<file path="src/rtl/core/i2cmb_pkg.sv">
// Shared types and constants for the I2C master byte engine.
`default_nettype none
package i2cmb_pkg;

	localparam logic [2:0] CMD_NONE  = 3'd0;
	localparam logic [2:0] CMD_START = 3'd1;
	localparam logic [2:0] CMD_WRITE = 3'd2;
	localparam logic [2:0] CMD_READ  = 3'd3;
	localparam logic [2:0] CMD_STOP  = 3'd4;

	localparam int CFG_IDX_W  = 1;
	localparam int CFG_DATA_W = 8;
	localparam logic [CFG_IDX_W-1:0] CFG_ACK_CHECK   = 1'd0;
	localparam logic [CFG_IDX_W-1:0] CFG_ACK_TIMEOUT = 1'd1;

	localparam logic       ACK_CHECK_RESET   = 1'b1;
	localparam logic [7:0] ACK_TIMEOUT_RESET = 8'd5;

	localparam int QUEUE_DEPTH = 2;
	localparam int QUEUE_AW    = $clog2(QUEUE_DEPTH);
	localparam int QUEUE_CW    = $clog2(QUEUE_DEPTH + 1);

	localparam logic [3:0] BITS_PER_BYTE = 4'd8;

	typedef struct packed {
		logic [2:0] cmd;
		logic [7:0] write_byte;
		logic       send_ack;
		logic       sda_in;
		logic       timeout_tick;
	} cmd_word_t;

	typedef struct packed {
		logic       scl_level;
		logic       sda_level;
		logic       sda_drive_enable;
		logic       busy_res;
		logic       done_res;
		logic [7:0] read_data;
		logic       ack_error;
	} res_word_t;

	typedef enum logic [2:0] {
		CLS_NONE,
		CLS_START,
		CLS_WRITE,
		CLS_READ,
		CLS_STOP
	} cmd_class_t;

	typedef struct packed {
		cmd_class_t cls;
		logic [7:0] write_byte;
		logic       send_ack;
		logic       sda_in;
		logic       timeout_tick;
	} job_t;

	typedef enum logic [3:0] {
		PH_IDLE,
		PH_START,
		PH_STOP,
		PH_W_DATA,
		PH_W_HIGH,
		PH_W_LOW,
		PH_W_REL,
		PH_W_ACKH,
		PH_W_WAIT,
		PH_W_ACKL,
		PH_R_REL,
		PH_R_HIGH,
		PH_R_LOW,
		PH_R_ACK
	} phase_t;

endpackage
`default_nettype wire

</file>
<file path="src/rtl/core/i2cmb_front.sv">
// Front end: takes command words and classifies the command code.
`default_nettype none
module i2cmb_front (
	input  wire logic                cmd_valid,
	output logic                     cmd_ready,
	input  wire i2cmb_pkg::cmd_word_t cmd_word,
	output logic                     push_valid,
	input  wire logic                push_ready,
	output i2cmb_pkg::job_t          push_job
);
	import i2cmb_pkg::*;

	cmd_class_t cls;

	always_comb begin
		case (cmd_word.cmd)
			CMD_START: cls = CLS_START;
			CMD_WRITE: cls = CLS_WRITE;
			CMD_READ:  cls = CLS_READ;
			CMD_STOP:  cls = CLS_STOP;
			default:   cls = CLS_NONE;
		endcase
	end

	assign push_valid              = cmd_valid;
	assign cmd_ready               = push_ready;
	assign push_job.cls            = cls;
	assign push_job.write_byte     = cmd_word.write_byte;
	assign push_job.send_ack       = cmd_word.send_ack;
	assign push_job.sda_in         = cmd_word.sda_in;
	assign push_job.timeout_tick   = cmd_word.timeout_tick;

endmodule
`default_nettype wire

</file>
<file path="src/rtl/core/i2cmb_queue.sv">
// Short job queue between the classifier and the bus sequencer.
`default_nettype none
module i2cmb_queue (
	input  wire logic            clk,
	input  wire logic            arst_n,
	input  wire logic            push_valid,
	output logic                 push_ready,
	input  wire i2cmb_pkg::job_t push_job,
	output logic                 pop_valid,
	input  wire logic            pop_ready,
	output i2cmb_pkg::job_t      pop_job
);
	import i2cmb_pkg::*;

	job_t                mem_q [QUEUE_DEPTH];
	logic [QUEUE_AW-1:0] wr_ptr_q;
	logic [QUEUE_AW-1:0] rd_ptr_q;
	logic [QUEUE_CW-1:0] count_q;
	logic                push;
	logic                pop;

	assign push_ready = (count_q != QUEUE_CW'(QUEUE_DEPTH));
	assign pop_valid  = (count_q != '0);
	assign push       = push_valid && push_ready;
	assign pop        = pop_valid && pop_ready;
	assign pop_job    = mem_q[rd_ptr_q];

	always_ff @(posedge clk) begin
		if (push) begin
			mem_q[wr_ptr_q] <= push_job;
		end
	end

	always_ff @(posedge clk or negedge arst_n) begin
		if (!arst_n) begin
			wr_ptr_q <= '0;
			rd_ptr_q <= '0;
			count_q  <= '0;
		end else begin
			if (push) begin
				wr_ptr_q <= (wr_ptr_q == QUEUE_AW'(QUEUE_DEPTH - 1)) ? '0 : wr_ptr_q + 1'b1;
			end
			if (pop) begin
				rd_ptr_q <= (rd_ptr_q == QUEUE_AW'(QUEUE_DEPTH - 1)) ? '0 : rd_ptr_q + 1'b1;
			end
			case ({push, pop})
				2'b10:   count_q <= count_q + 1'b1;
				2'b01:   count_q <= count_q - 1'b1;
				default: count_q <= count_q;
			endcase
		end
	end

	a_count_range: assert property (@(posedge clk) disable iff (!arst_n)
		count_q <= QUEUE_CW'(QUEUE_DEPTH))
		else $error("queue count out of range");

	a_no_push_full: assert property (@(posedge clk) disable iff (!arst_n)
		count_q == QUEUE_CW'(QUEUE_DEPTH) && !pop |=> count_q == QUEUE_CW'(QUEUE_DEPTH))
		else $error("queue lost an entry while full");

	a_ptr_gap: assert property (@(posedge clk) disable iff (!arst_n)
		count_q == '0 || count_q == QUEUE_CW'(QUEUE_DEPTH) |-> wr_ptr_q == rd_ptr_q)
		else $error("queue pointers disagree with count");

endmodule
`default_nettype wire

</file>
<file path="src/rtl/core/i2cmb_back.sv">
// Back end: SCL/SDA phase sequencer, config registers and result register.
`default_nettype none
module i2cmb_back (
	input  wire logic                       clk,
	input  wire logic                       arst_n,
	input  wire logic                       job_valid,
	output logic                            job_ready,
	input  wire i2cmb_pkg::job_t            job,
	output logic                            res_valid,
	input  wire logic                       res_ready,
	output i2cmb_pkg::res_word_t            res_word,
	input  wire logic                       cfg_we,
	input  wire logic [i2cmb_pkg::CFG_IDX_W-1:0]  cfg_index,
	input  wire logic [i2cmb_pkg::CFG_DATA_W-1:0] cfg_data
);
	import i2cmb_pkg::*;

	logic       ack_check_q;
	logic [7:0] ack_timeout_q;

	phase_t     phase_q;
	logic [3:0] bc_q;
	logic [7:0] sh_q;
	logic [7:0] to_q;
	logic       ats_q;
	logic [7:0] rx_q;
	logic       err_q;
	logic       scl_q;
	logic       sda_q;
	logic       oe_q;

	phase_t     ph_e;
	logic [3:0] bc_e;
	logic [7:0] sh_e;
	logic       ats_e;
	logic       err_e;

	phase_t     ph_n;
	logic [3:0] bc_n;
	logic [3:0] bc_inc;
	logic [7:0] sh_n;
	logic [7:0] to_n;
	logic [7:0] to_inc;
	logic       to_hit;
	logic [7:0] rx_n;
	logic       err_n;
	logic       scl_n;
	logic       sda_n;
	logic       oe_n;
	logic       done;

	logic       advance;
	res_word_t  res_q;
	logic       res_valid_q;

	assign job_ready = !res_valid_q || res_ready;
	assign advance   = job_valid && job_ready;
	assign bc_inc    = bc_e + 4'd1;
	assign to_inc    = to_q + 8'd1;
	assign to_hit    = (to_inc >= ack_timeout_q);

	// command dispatch out of idle
	always_comb begin
		ph_e  = phase_q;
		bc_e  = bc_q;
		sh_e  = sh_q;
		ats_e = ats_q;
		err_e = err_q;
		if (phase_q == PH_IDLE) begin
			bc_e = '0;
			case (job.cls)
				CLS_START: ph_e = PH_START;
				CLS_WRITE: begin
					ph_e  = PH_W_DATA;
					sh_e  = job.write_byte;
					err_e = 1'b0;
				end
				CLS_READ: begin
					ph_e  = PH_R_REL;
					sh_e  = '0;
					ats_e = job.send_ack;
				end
				CLS_STOP:  ph_e = PH_STOP;
				default:   ph_e = PH_IDLE;
			endcase
		end
	end

	// pins, counters, data
	always_comb begin
		bc_n  = bc_e;
		sh_n  = sh_e;
		to_n  = to_q;
		rx_n  = rx_q;
		err_n = err_e;
		scl_n = scl_q;
		sda_n = sda_q;
		oe_n  = oe_q;
		done  = 1'b0;
		case (ph_e)
			PH_START: begin
				case (bc_e)
					4'd0: begin
						oe_n  = 1'b1;
						sda_n = 1'b1;
					end
					4'd1: scl_n = 1'b1;
					4'd2: sda_n = 1'b0;
					default: begin
						scl_n = 1'b0;
						done  = 1'b1;
					end
				endcase
				bc_n = bc_inc;
			end
			PH_STOP: begin
				case (bc_e)
					4'd0: scl_n = 1'b0;
					4'd1: begin
						oe_n  = 1'b1;
						sda_n = 1'b0;
					end
					4'd2: scl_n = 1'b1;
					default: begin
						sda_n = 1'b1;
						done  = 1'b1;
					end
				endcase
				bc_n = bc_inc;
			end
			PH_W_DATA: begin
				oe_n  = 1'b1;
				sda_n = sh_e[7];
			end
			PH_W_HIGH: scl_n = 1'b1;
			PH_W_LOW: begin
				scl_n = 1'b0;
				sh_n  = {sh_e[6:0], 1'b0};
				bc_n  = bc_inc;
			end
			PH_W_REL: begin
				sda_n = 1'b1;
				oe_n  = 1'b0;
			end
			PH_W_ACKH: begin
				scl_n = 1'b1;
				to_n  = '0;
			end
			PH_W_WAIT: begin
				if (job.sda_in && job.timeout_tick) begin
					to_n = to_inc;
					if (to_hit) begin
						err_n = 1'b1;
					end
				end
			end
			PH_W_ACKL: begin
				scl_n = 1'b0;
				oe_n  = 1'b1;
				done  = 1'b1;
			end
			PH_R_REL: begin
				sda_n = 1'b1;
				oe_n  = 1'b0;
			end
			PH_R_HIGH: begin
				scl_n = 1'b1;
				sh_n  = {sh_e[6:0], job.sda_in};
			end
			PH_R_LOW: begin
				scl_n = 1'b0;
				bc_n  = bc_inc;
				if (bc_inc >= BITS_PER_BYTE) begin
					rx_n = sh_e;
					bc_n = '0;
				end
			end
			PH_R_ACK: begin
				oe_n = 1'b1;
				if (ats_e) begin
					case (bc_e)
						4'd0: sda_n = 1'b0;
						4'd1: scl_n = 1'b1;
						4'd2: scl_n = 1'b0;
						default: begin
							sda_n = 1'b1;
							done  = 1'b1;
						end
					endcase
				end else if (bc_e == 4'd0) begin
					scl_n = 1'b1;
				end else begin
					scl_n = 1'b0;
					done  = 1'b1;
				end
				bc_n = bc_inc;
			end
			default: begin
			end
		endcase
		if (done) begin
			bc_n = '0;
		end
	end

	// next phase
	always_comb begin
		case (ph_e)
			PH_START:  ph_n = PH_START;
			PH_STOP:   ph_n = PH_STOP;
			PH_W_DATA: ph_n = PH_W_HIGH;
			PH_W_HIGH: ph_n = PH_W_LOW;
			PH_W_LOW:  ph_n = (bc_inc >= BITS_PER_BYTE) ? PH_W_REL : PH_W_DATA;
			PH_W_REL:  ph_n = PH_W_ACKH;
			PH_W_ACKH: ph_n = ack_check_q ? PH_W_WAIT : PH_W_ACKL;
			PH_W_WAIT: begin
				if (!job.sda_in || (job.timeout_tick && to_hit)) begin
					ph_n = PH_W_ACKL;
				end else begin
					ph_n = PH_W_WAIT;
				end
			end
			PH_W_ACKL: ph_n = PH_W_ACKL;
			PH_R_REL:  ph_n = PH_R_HIGH;
			PH_R_HIGH: ph_n = PH_R_LOW;
			PH_R_LOW:  ph_n = (bc_inc >= BITS_PER_BYTE) ? PH_R_ACK : PH_R_HIGH;
			PH_R_ACK:  ph_n = PH_R_ACK;
			default:   ph_n = PH_IDLE;
		endcase
		if (done) begin
			ph_n = PH_IDLE;
		end
	end

	always_ff @(posedge clk or negedge arst_n) begin
		if (!arst_n) begin
			ack_check_q   <= ACK_CHECK_RESET;
			ack_timeout_q <= ACK_TIMEOUT_RESET;
		end else if (cfg_we) begin
			case (cfg_index)
				CFG_ACK_CHECK:   ack_check_q   <= cfg_data[0];
				CFG_ACK_TIMEOUT: ack_timeout_q <= cfg_data[7:0];
				default: begin
				end
			endcase
		end
	end

	always_ff @(posedge clk or negedge arst_n) begin
		if (!arst_n) begin
			phase_q <= PH_IDLE;
			bc_q    <= '0;
			sh_q    <= '0;
			to_q    <= '0;
			ats_q   <= 1'b0;
			rx_q    <= '0;
			err_q   <= 1'b0;
			scl_q   <= 1'b1;
			sda_q   <= 1'b1;
			oe_q    <= 1'b1;
		end else if (advance) begin
			phase_q <= ph_n;
			bc_q    <= bc_n;
			sh_q    <= sh_n;
			to_q    <= to_n;
			ats_q   <= ats_e;
			rx_q    <= rx_n;
			err_q   <= err_n;
			scl_q   <= scl_n;
			sda_q   <= sda_n;
			oe_q    <= oe_n;
		end
	end

	always_ff @(posedge clk or negedge arst_n) begin
		if (!arst_n) begin
			res_valid_q <= 1'b0;
		end else if (advance) begin
			res_valid_q <= 1'b1;
		end else if (res_ready) begin
			res_valid_q <= 1'b0;
		end
	end

	always_ff @(posedge clk) begin
		if (advance) begin
			res_q.scl_level        <= scl_n;
			res_q.sda_level        <= sda_n;
			res_q.sda_drive_enable <= oe_n;
			res_q.busy_res         <= (ph_n != PH_IDLE);
			res_q.done_res         <= done;
			res_q.read_data        <= rx_n;
			res_q.ack_error        <= err_n;
		end
	end

	assign res_valid = res_valid_q;
	assign res_word  = res_q;

	a_done_not_busy: assert property (@(posedge clk) disable iff (!arst_n)
		res_valid_q && res_q.done_res |-> !res_q.busy_res)
		else $error("done reported with command still busy");

	a_wait_scl_high: assert property (@(posedge clk) disable iff (!arst_n)
		phase_q == PH_W_WAIT |-> scl_q && !oe_q)
		else $error("ack wait without SCL high and SDA released");

	a_idle_count: assert property (@(posedge clk) disable iff (!arst_n)
		phase_q == PH_IDLE |-> bc_q == '0)
		else $error("bit counter not cleared in idle");

	a_bit_range: assert property (@(posedge clk) disable iff (!arst_n)
		bc_q <= BITS_PER_BYTE)
		else $error("bit counter past one byte");

endmodule
`default_nettype wire

</file>
<file path="src/rtl/core/i2c_master_byte_engine_top.sv">
// Top level of the I2C master byte engine.
// Each command word is one bus tick: the engine takes one word per clock while the output
// side is not stalled and returns one result word per command word, in order, carrying
// the SCL/SDA levels, SDA drive enable, busy/done flags, last read byte and ack error
// after that tick. Throughput is one word per cycle while res_ready is not held low, set
// by the registered phase update of the sequencer; a word passes through the two-entry
// job queue and then the result register before its result is presented, and a stall on
// the output side holds words in the queue. Commands that arrive while a command is in
// progress are ignored, as are codes 5 to 7. Config writes take effect on the next edge
// and are meant for when no words are outstanding.
`default_nettype none
module i2c_master_byte_engine_top (
	input  wire logic                             clk,
	input  wire logic                             arst_n,
	input  wire logic                             cmd_valid,
	output logic                                  cmd_ready,
	input  wire i2cmb_pkg::cmd_word_t             cmd_word,
	output logic                                  res_valid,
	input  wire logic                             res_ready,
	output i2cmb_pkg::res_word_t                  res_word,
	input  wire logic                             cfg_we,
	input  wire logic [i2cmb_pkg::CFG_IDX_W-1:0]  cfg_index,
	input  wire logic [i2cmb_pkg::CFG_DATA_W-1:0] cfg_data
);
	import i2cmb_pkg::*;

	logic push_valid;
	logic push_ready;
	job_t push_job;
	logic job_valid;
	logic job_ready;
	job_t job;

	i2cmb_front u_front (
		.cmd_valid  (cmd_valid),
		.cmd_ready  (cmd_ready),
		.cmd_word   (cmd_word),
		.push_valid (push_valid),
		.push_ready (push_ready),
		.push_job   (push_job)
	);

	i2cmb_queue u_queue (
		.clk        (clk),
		.arst_n     (arst_n),
		.push_valid (push_valid),
		.push_ready (push_ready),
		.push_job   (push_job),
		.pop_valid  (job_valid),
		.pop_ready  (job_ready),
		.pop_job    (job)
	);

	i2cmb_back u_back (
		.clk        (clk),
		.arst_n     (arst_n),
		.job_valid  (job_valid),
		.job_ready  (job_ready),
		.job        (job),
		.res_valid  (res_valid),
		.res_ready  (res_ready),
		.res_word   (res_word),
		.cfg_we     (cfg_we),
		.cfg_index  (cfg_index),
		.cfg_data   (cfg_data)
	);

endmodule
`default_nettype wire
</file>
<file path="config.mk">
export PLATFORM = sky130hd
export DESIGN_NAME = i2c_master_byte_engine_top
export DESIGN_NICKNAME = d
export VERILOG_FILES = /design/src/rtl/core/i2cmb_pkg.sv /design/src/rtl/core/i2cmb_front.sv /design/src/rtl/core/i2cmb_queue.sv /design/src/rtl/core/i2cmb_back.sv /design/src/rtl/core/i2c_master_byte_engine_top.sv
export SDC_FILE = /design/constraint.sdc
export NUM_CORES = 1
export LEC_CHECK = 0
export BUFFER_PORTS_ARGS = -buffer_cell sky130_fd_sc_hd__buf_2
export CORE_MARGIN = 3
export CORE_UTILIZATION = 39
export DETAILED_ROUTE_END_ITERATION = 7
export REMOVE_ABC_BUFFERS = 1
export SLEW_MARGIN = 25
export SYNTH_ARGS = -nofsm -noshare
export SYNTH_HDL_FRONTEND = slang
export SYNTH_HIERARCHICAL = 1
export SYNTH_SLANG_ARGS = --single-unit
</file>
<file path="constraint.sdc">
create_clock -name clk -period 4.14 [get_ports clk]
set_input_delay 0 -clock clk [delete_from_list [all_inputs] [get_ports clk]]
set_output_delay 0 -clock clk [all_outputs]
set_load 0.005 [all_outputs]
</file>
# After elaboration in Yosys (flattened, before gate mapping)
# Memory sizes are Yosys's and may differ from the RTL's.
# Cells that the tools add are included.
# classes
add_sub_neg	6
mul	0
div_mod_pow	0
magnitude_cmp	2
eq_ne	27
shifts	0
muxes	52
n_bitwise	1
n_reduce_logical	27
# op_table
op	count
4-bit case mux with 13 select lines	1
8-bit case mux with 2 select lines	3
8-bit 2-to-1 mux	4
4-bit == test, second input constant	6
1-bit 2-to-1 mux	23
4-bit 2-to-1 mux	5
4-bit by 3-bit == test with 1-bit output, second input constant	4
4-bit case mux with 4 select lines	1
3-bit by 2-bit == test with 1-bit output, second input constant	4
4-bit by 2-bit == test with 1-bit output, second input constant	3
1-bit case mux with 2 select lines	6
3-bit case mux with 4 select lines	1
3-bit OR reduction	4
1-bit case mux with 5 select lines	2
8-bit by 1-bit adder with 8-bit output, second input constant	1
4-bit by 1-bit == test with 1-bit output, second input constant	2
8-bit >= comparator	1
4-bit zero test	2
4-bit case mux with 2 select lines	1
2-bit nonzero test	4
2-bit OR reduction	4
3-bit by 1-bit == test with 1-bit output, second input constant	2
3-bit == test, second input constant	2
3-bit 2-to-1 mux	2
20 further kinds	27
# totals
regBits	65
latch_bits	0
ramBits	28
romBits	0
inputBits	28
output_inout_bits	16
word_cells	139
n_memories	1
# mem_list
memory	depth	width	read_ports	rd_clocked_by_memory_dff	wr	line	source
u_queue.mem_q	2	14	1	0	1	i2cmb_queue.sv:15	job_t mem_q [QUEUE_DEPTH];

# Logic depth before layout (Yosys ltp)
# logic_depth
word_depth	9
ltp_mapped	11
depth_no_buf	11

# Modules after synthesis
# The synthesis kept the hierarchy.
# by_module_without_submodules
module	instances	cells_per_inst	area_each_um2	seq_area_each_um2
i2cmb_back	1	410	3699.8	1604.0
i2cmb_queue	1	61	1209.9	940.9
i2cmb_front	1	16	127.6	0.0

# Worst setup path before layout
# No wires, ideal clock.
# synth_timing
kind	register -> register
from	reg u_back.phase_q[0]
to	reg u_back.res_q (netlist bit u_back/res_word[13]), data pin
setup_ps	260
t_arrival_ps	2636
required_ps	3880
slack_ps	1244
path_stages_with_launch	12
path_buffers	1
synth_period_minus_slack_ps	2896
path_cell_list	dfrtp_1 or4_1 buf_2 nand2_1 inv_1 ha_1 or3_1 o21ai_0 nor2_1 a221oi_1 o21ai_0 mux2_2
# synth_via
elab_chain_cells	6
word_cells_on_any_way	25
cone_classes	eq/ne: 11; mux: 9; reduce/logical: 5
# synth_rtl
element	line	source
start: declaration	i2cmb_back.sv:21	phase_t phase_q;
start signal: assignment	i2cmb_back.sv:262	phase_q <= ph_n;
4-bit zero test	i2cmb_back.sv:69	if (phase_q == PH_IDLE) begin
4-bit 2-to-1 mux	i2cmb_back.sv:69	
4-bit by 2-bit == test with 1-bit output (tied with other cells)	i2cmb_back.sv:102, i2cmb_back.sv:117, i2cmb_back.sv:181	
1-bit case mux with 2 select lines (tied with other cells)	i2cmb_back.sv:181	case (bc_e)
1-bit 2-to-1 mux or 1-bit case mux with 2 select lines (tied branches)	i2cmb_back.sv:180, i2cmb_back.sv:102	
1-bit case mux with 5 select lines (*)	i2cmb_back.sv:100	case (ph_e)
named net u_back.scl_n	i2cmb_back.sv:47	logic scl_n;
end: declaration	i2cmb_back.sv:53	res_word_t res_q;
# The timed path passes the listed nets; every way through them passes the cells marked *.
# A chain may end at the register's enable or synchronous reset.

# Worst setup path in the final report
# Ends and elaborated chain as after synthesis.

==> summary.md <==
| Metric | Value |
|---|---|
| Final nets | `582` |
| Per-cell routed wire length | `16.3 um` |
| Initial antenna violation count | `0` |
| Vias/cell | `5.29` |
| Avg Inst Size Synth | `approximately 10 um^2` |
| Vias in the first global route | `3,826` |
| First DRT Iteration DRCs | `295` |
| Count of cell types in the netlist | `60` |
| CTS tree | `done` |
| #FFs+latches synth | `93` |
| Top Ports | `44` |
| Crit-path max FO | `5` |
| Lkg Pwr | `2.43 nW` |
| Pwr Density | `679 nW/um^2` |
| Die Y | `120 um` |
| Slew @ Worst Pin | `0.779 ns` |
| Hold path cells | `2` |
| Worst setup margin | `0.839 ns` |
| Register area share after synthesis | `50.5%` |
| RSZ-0062 raised after global routing | `no` |
| Placer Congestion | `0.855` |
| Arrival @ worst endpoint | `3.39 ns` |
| Synth Instances | `487` |
| Reg2Reg Depth | `10` |
| Clock Latency Late Sink | `0.34 ns` |
| Final period util | `about four fifths` |
| DRT Pass-1 Iters | `5` |
| Kind of critical path | `register to register` |
| Global route total overflow | `0` |
| Die area | `~14,000 um^2` |
| Min-delay src | `cmd_word[12]` |
| Synth area leaders | `edfxtp_1 25%, dfrtp_1 22%, mux2_2 7.2%, a21oi_1 3.6%, ha_1 3.5%` |
| Worst min-delay path class | `input port to register` |
| Total Routing Usage GR | `~17%` |
| Detailed Place HPWL | `7940 um` |
| Core area | `between 10,000 and 15,000 um^2` |
| Status | `finished, final reports clean` |
| Crit. End Element | `register` |
| Count of input and output buffers | `43` |
| Synth top cells by count | `45 x dfrtp_1, 44 x nand2_1, 42 x edfxtp_1, 40 x nor2_1, 36 x a21oi_1` |
| Initial Util | `40.9%` |
| Hold Fails Final Rpt | `0` |
| Hold EP | `u_queue/mem_q[0][12]` |
| Via count | `3,770` |
| First-pass GRT wire length | `19,300 um` |
| Final ANT Viol Nets | `0` |
| Max-cap violations | `0` |
| Clk buf depth | `2` |
| Rows | `40` |
| Worst Clk Skew | `0.00567 ns` |
| Overall Power | `approximately 4 mW` |
| Critical path launch point | `u_back/phase_q[0]` |
| Setup TNS | `0 ns` |
| Count leader, synth | `dfrtp_1` |
| Endpoints failing setup | `0` |
| Post-route minimum period | `3.30 ns` |
| Most common flop cell mapped by yosys | `dfrtp_1` |
| Async SR Flop Fraction | `54.8%` |
| Drt total wl | `about 12,000 um` |
| Layout Area Growth over Synthesis | `17.0%` |
| Peak VDD IR | `0.000453 V` |
| CTS buffer count | `9` |
| Worst R2R End | `u_back/res_word[13]` |
| Clock-pin slew on the worst setup and hold paths | `0.07 ns` |
| Post-synth EDFFs | `between 40 and 50` |
| Drc violations | `0` |
| Layout cells sized above 1 | `21.5%` |
| H-tree lvl count | `3` |
| Largest net degree at the start of global routing | `52` |
| DP Worst Slack | `0.913 ns` |
| Reg2Reg Setup Slack | `0.84 ns` |
| Ys Warns | `6` |
| FMAX | `approximately 300 MHz` |
| Area leader, netlist | `edfxtp_1` |
| CTS Sinks | `between 90 and 100` |
| Number of diodes | `0` |
| Synth top area share | `25.0%` |
| Slew Viols, Final | `0` |
| CP startpoint kind | `register` |
| Root buffer cell | `clkbuf_16` |
| Post-CTS sizing | `0` |
| Die W | `120 um` |
| Post-layout util | `roughly 48%` |
| Reg2reg start | `u_back/phase_q[0]` |
| Netlist Area Pre-Place | `5040 um^2` |
| Slew headroom | `48.0%` |
| Worst Path Required | `around 4.2 ns` |
[per-layer routing]
layer / global-route usage (%) / share of wire, % / up-vias
met5: 0 / 0 / -
met4: 2.86 / 0.56 / 0
met3: 4.43 / 4.4 / 4
met2: 26.9 / 47 / 83
met1: 23.5 / 48 / 1827
li1: - / - / 1856
[layout by cell type, fill, tap and decap left out, types with 9 or more instances in the layout]
cell	instances
edfxtp_1	42
buf_2	43
nand2b_1	12
inv_1	13
ha_1	14
dfrtp_1	45
mux2_2	32
dlygate4sd3_1	24
clkbuf_16	9
buf_4	11
nor2_1	39
nand3_1	13
nand2_1	44
o21ai_0	34
a21oi_1	36
[cell families (layout without fill, tap and decap cells)]
| family | Yosys count | after routing | synth area share (%) |
|---|---|---|---|
| AO/OA/AOI/OAI | 122 | 122 | 15.1 |
| AND/OR/NAND/NOR | 159 | 159 | 15.9 |
| adder cells (fa/ha/maj) | 14 | 14 | 3.48 |
| multiplexers | 34 | 34 | 7.55 |
| buffers and inverters | 51 | 109 | 4.97 |
| XOR/XNOR | 14 | 14 | 2.43 |
| flip-flops | 93 | 93 | 50.5 |
[registers in the layout, summed over array words and instances (netlist names)]
register	flops
u_back/ats_q	1
u_back/bc_q	4
u_back/scl_q	1
u_back/to_q	8
u_queue/wr_ptr_q	1
u_back/err_q	1
u_queue/count_q	2
u_queue/mem_q	28
u_queue/rd_ptr_q	1
u_back/sda_q	1
u_back/res_valid	1
u_back/rx_q	8
u_back/res_word	14
u_back/oe_q	1
u_back/sh_q	8
u_back/phase_q	4
u_back/ack_timeout_q	8
u_back/ack_check_q	1
[worst max path at each step]
stage | endpoint | slack [ns] | depth (start not counted)
after global placement | u_back/res_word[13] | 0.94 | 10
after global routing | u_back/res_word[12] | 0.59 | 7
after floorplan | u_back/res_word[13] | 1.01 | 10
after CTS | u_back/res_word[13] | 0.89 | 10
final | u_back/res_word[13] | 0.84 | 10
after detailed placement | u_back/res_word[13] | 0.91 | 10
[metrics by stage]
| stage | cell area [um^2] | hold WS, ns | instances |
|---|---|---|---|
| floorplan | 4840 | -0.296 | 451 |
| global placement | 5350 | 0.187 | 673 |
| detailed placement | 5350 | 0.191 | 673 |
| CTS | 5890 | 0.00301 | 713 |
| global route | 5890 | 0.0108 | 713 |
| finish | 5890 | 0.0188 | 713 |
[critical path, stage by stage, from the launching register on]
cell,delay [ns]
dfrtp_1,0.38
or4_1,0.71
nand2_1,0.23
inv_1,0.09
ha_1,0.27
or3_1,0.40
o21ai_0,0.13
nor2_1,0.06
a221oi_1,0.30
o21ai_0,0.18
mux2_2,0.29
[final cells by class]
cell class | count | area, um^2
inverters | 15 | 56.3
flip-flops and latches | 93 | 2540
clock inverters | 6 | 70.1
multi-input cells | 343 | 2240
well taps | 168 | 210
repair buffers | 78 | 538
fillers | 1169 | 6420
clock buffers | 10 | 229
[power by group]
group	internal, mW	switching (mW)	leakage [nW]
registers	1.28	0.139	1.05
logic	0.698	1.05	1.24
clock network	0.474	0.357	0.143
total	2.45	1.55	2.43
[repair_timing]
item | 4_1_cts | 5_1_grt
buffers inserted | 0 | 0
endpoints found under the hold margin | 82 | 0
hold buffers | 24 | 0
endpoints found under the setup margin | 0 | 0
(Power assumes the default switching activity.)
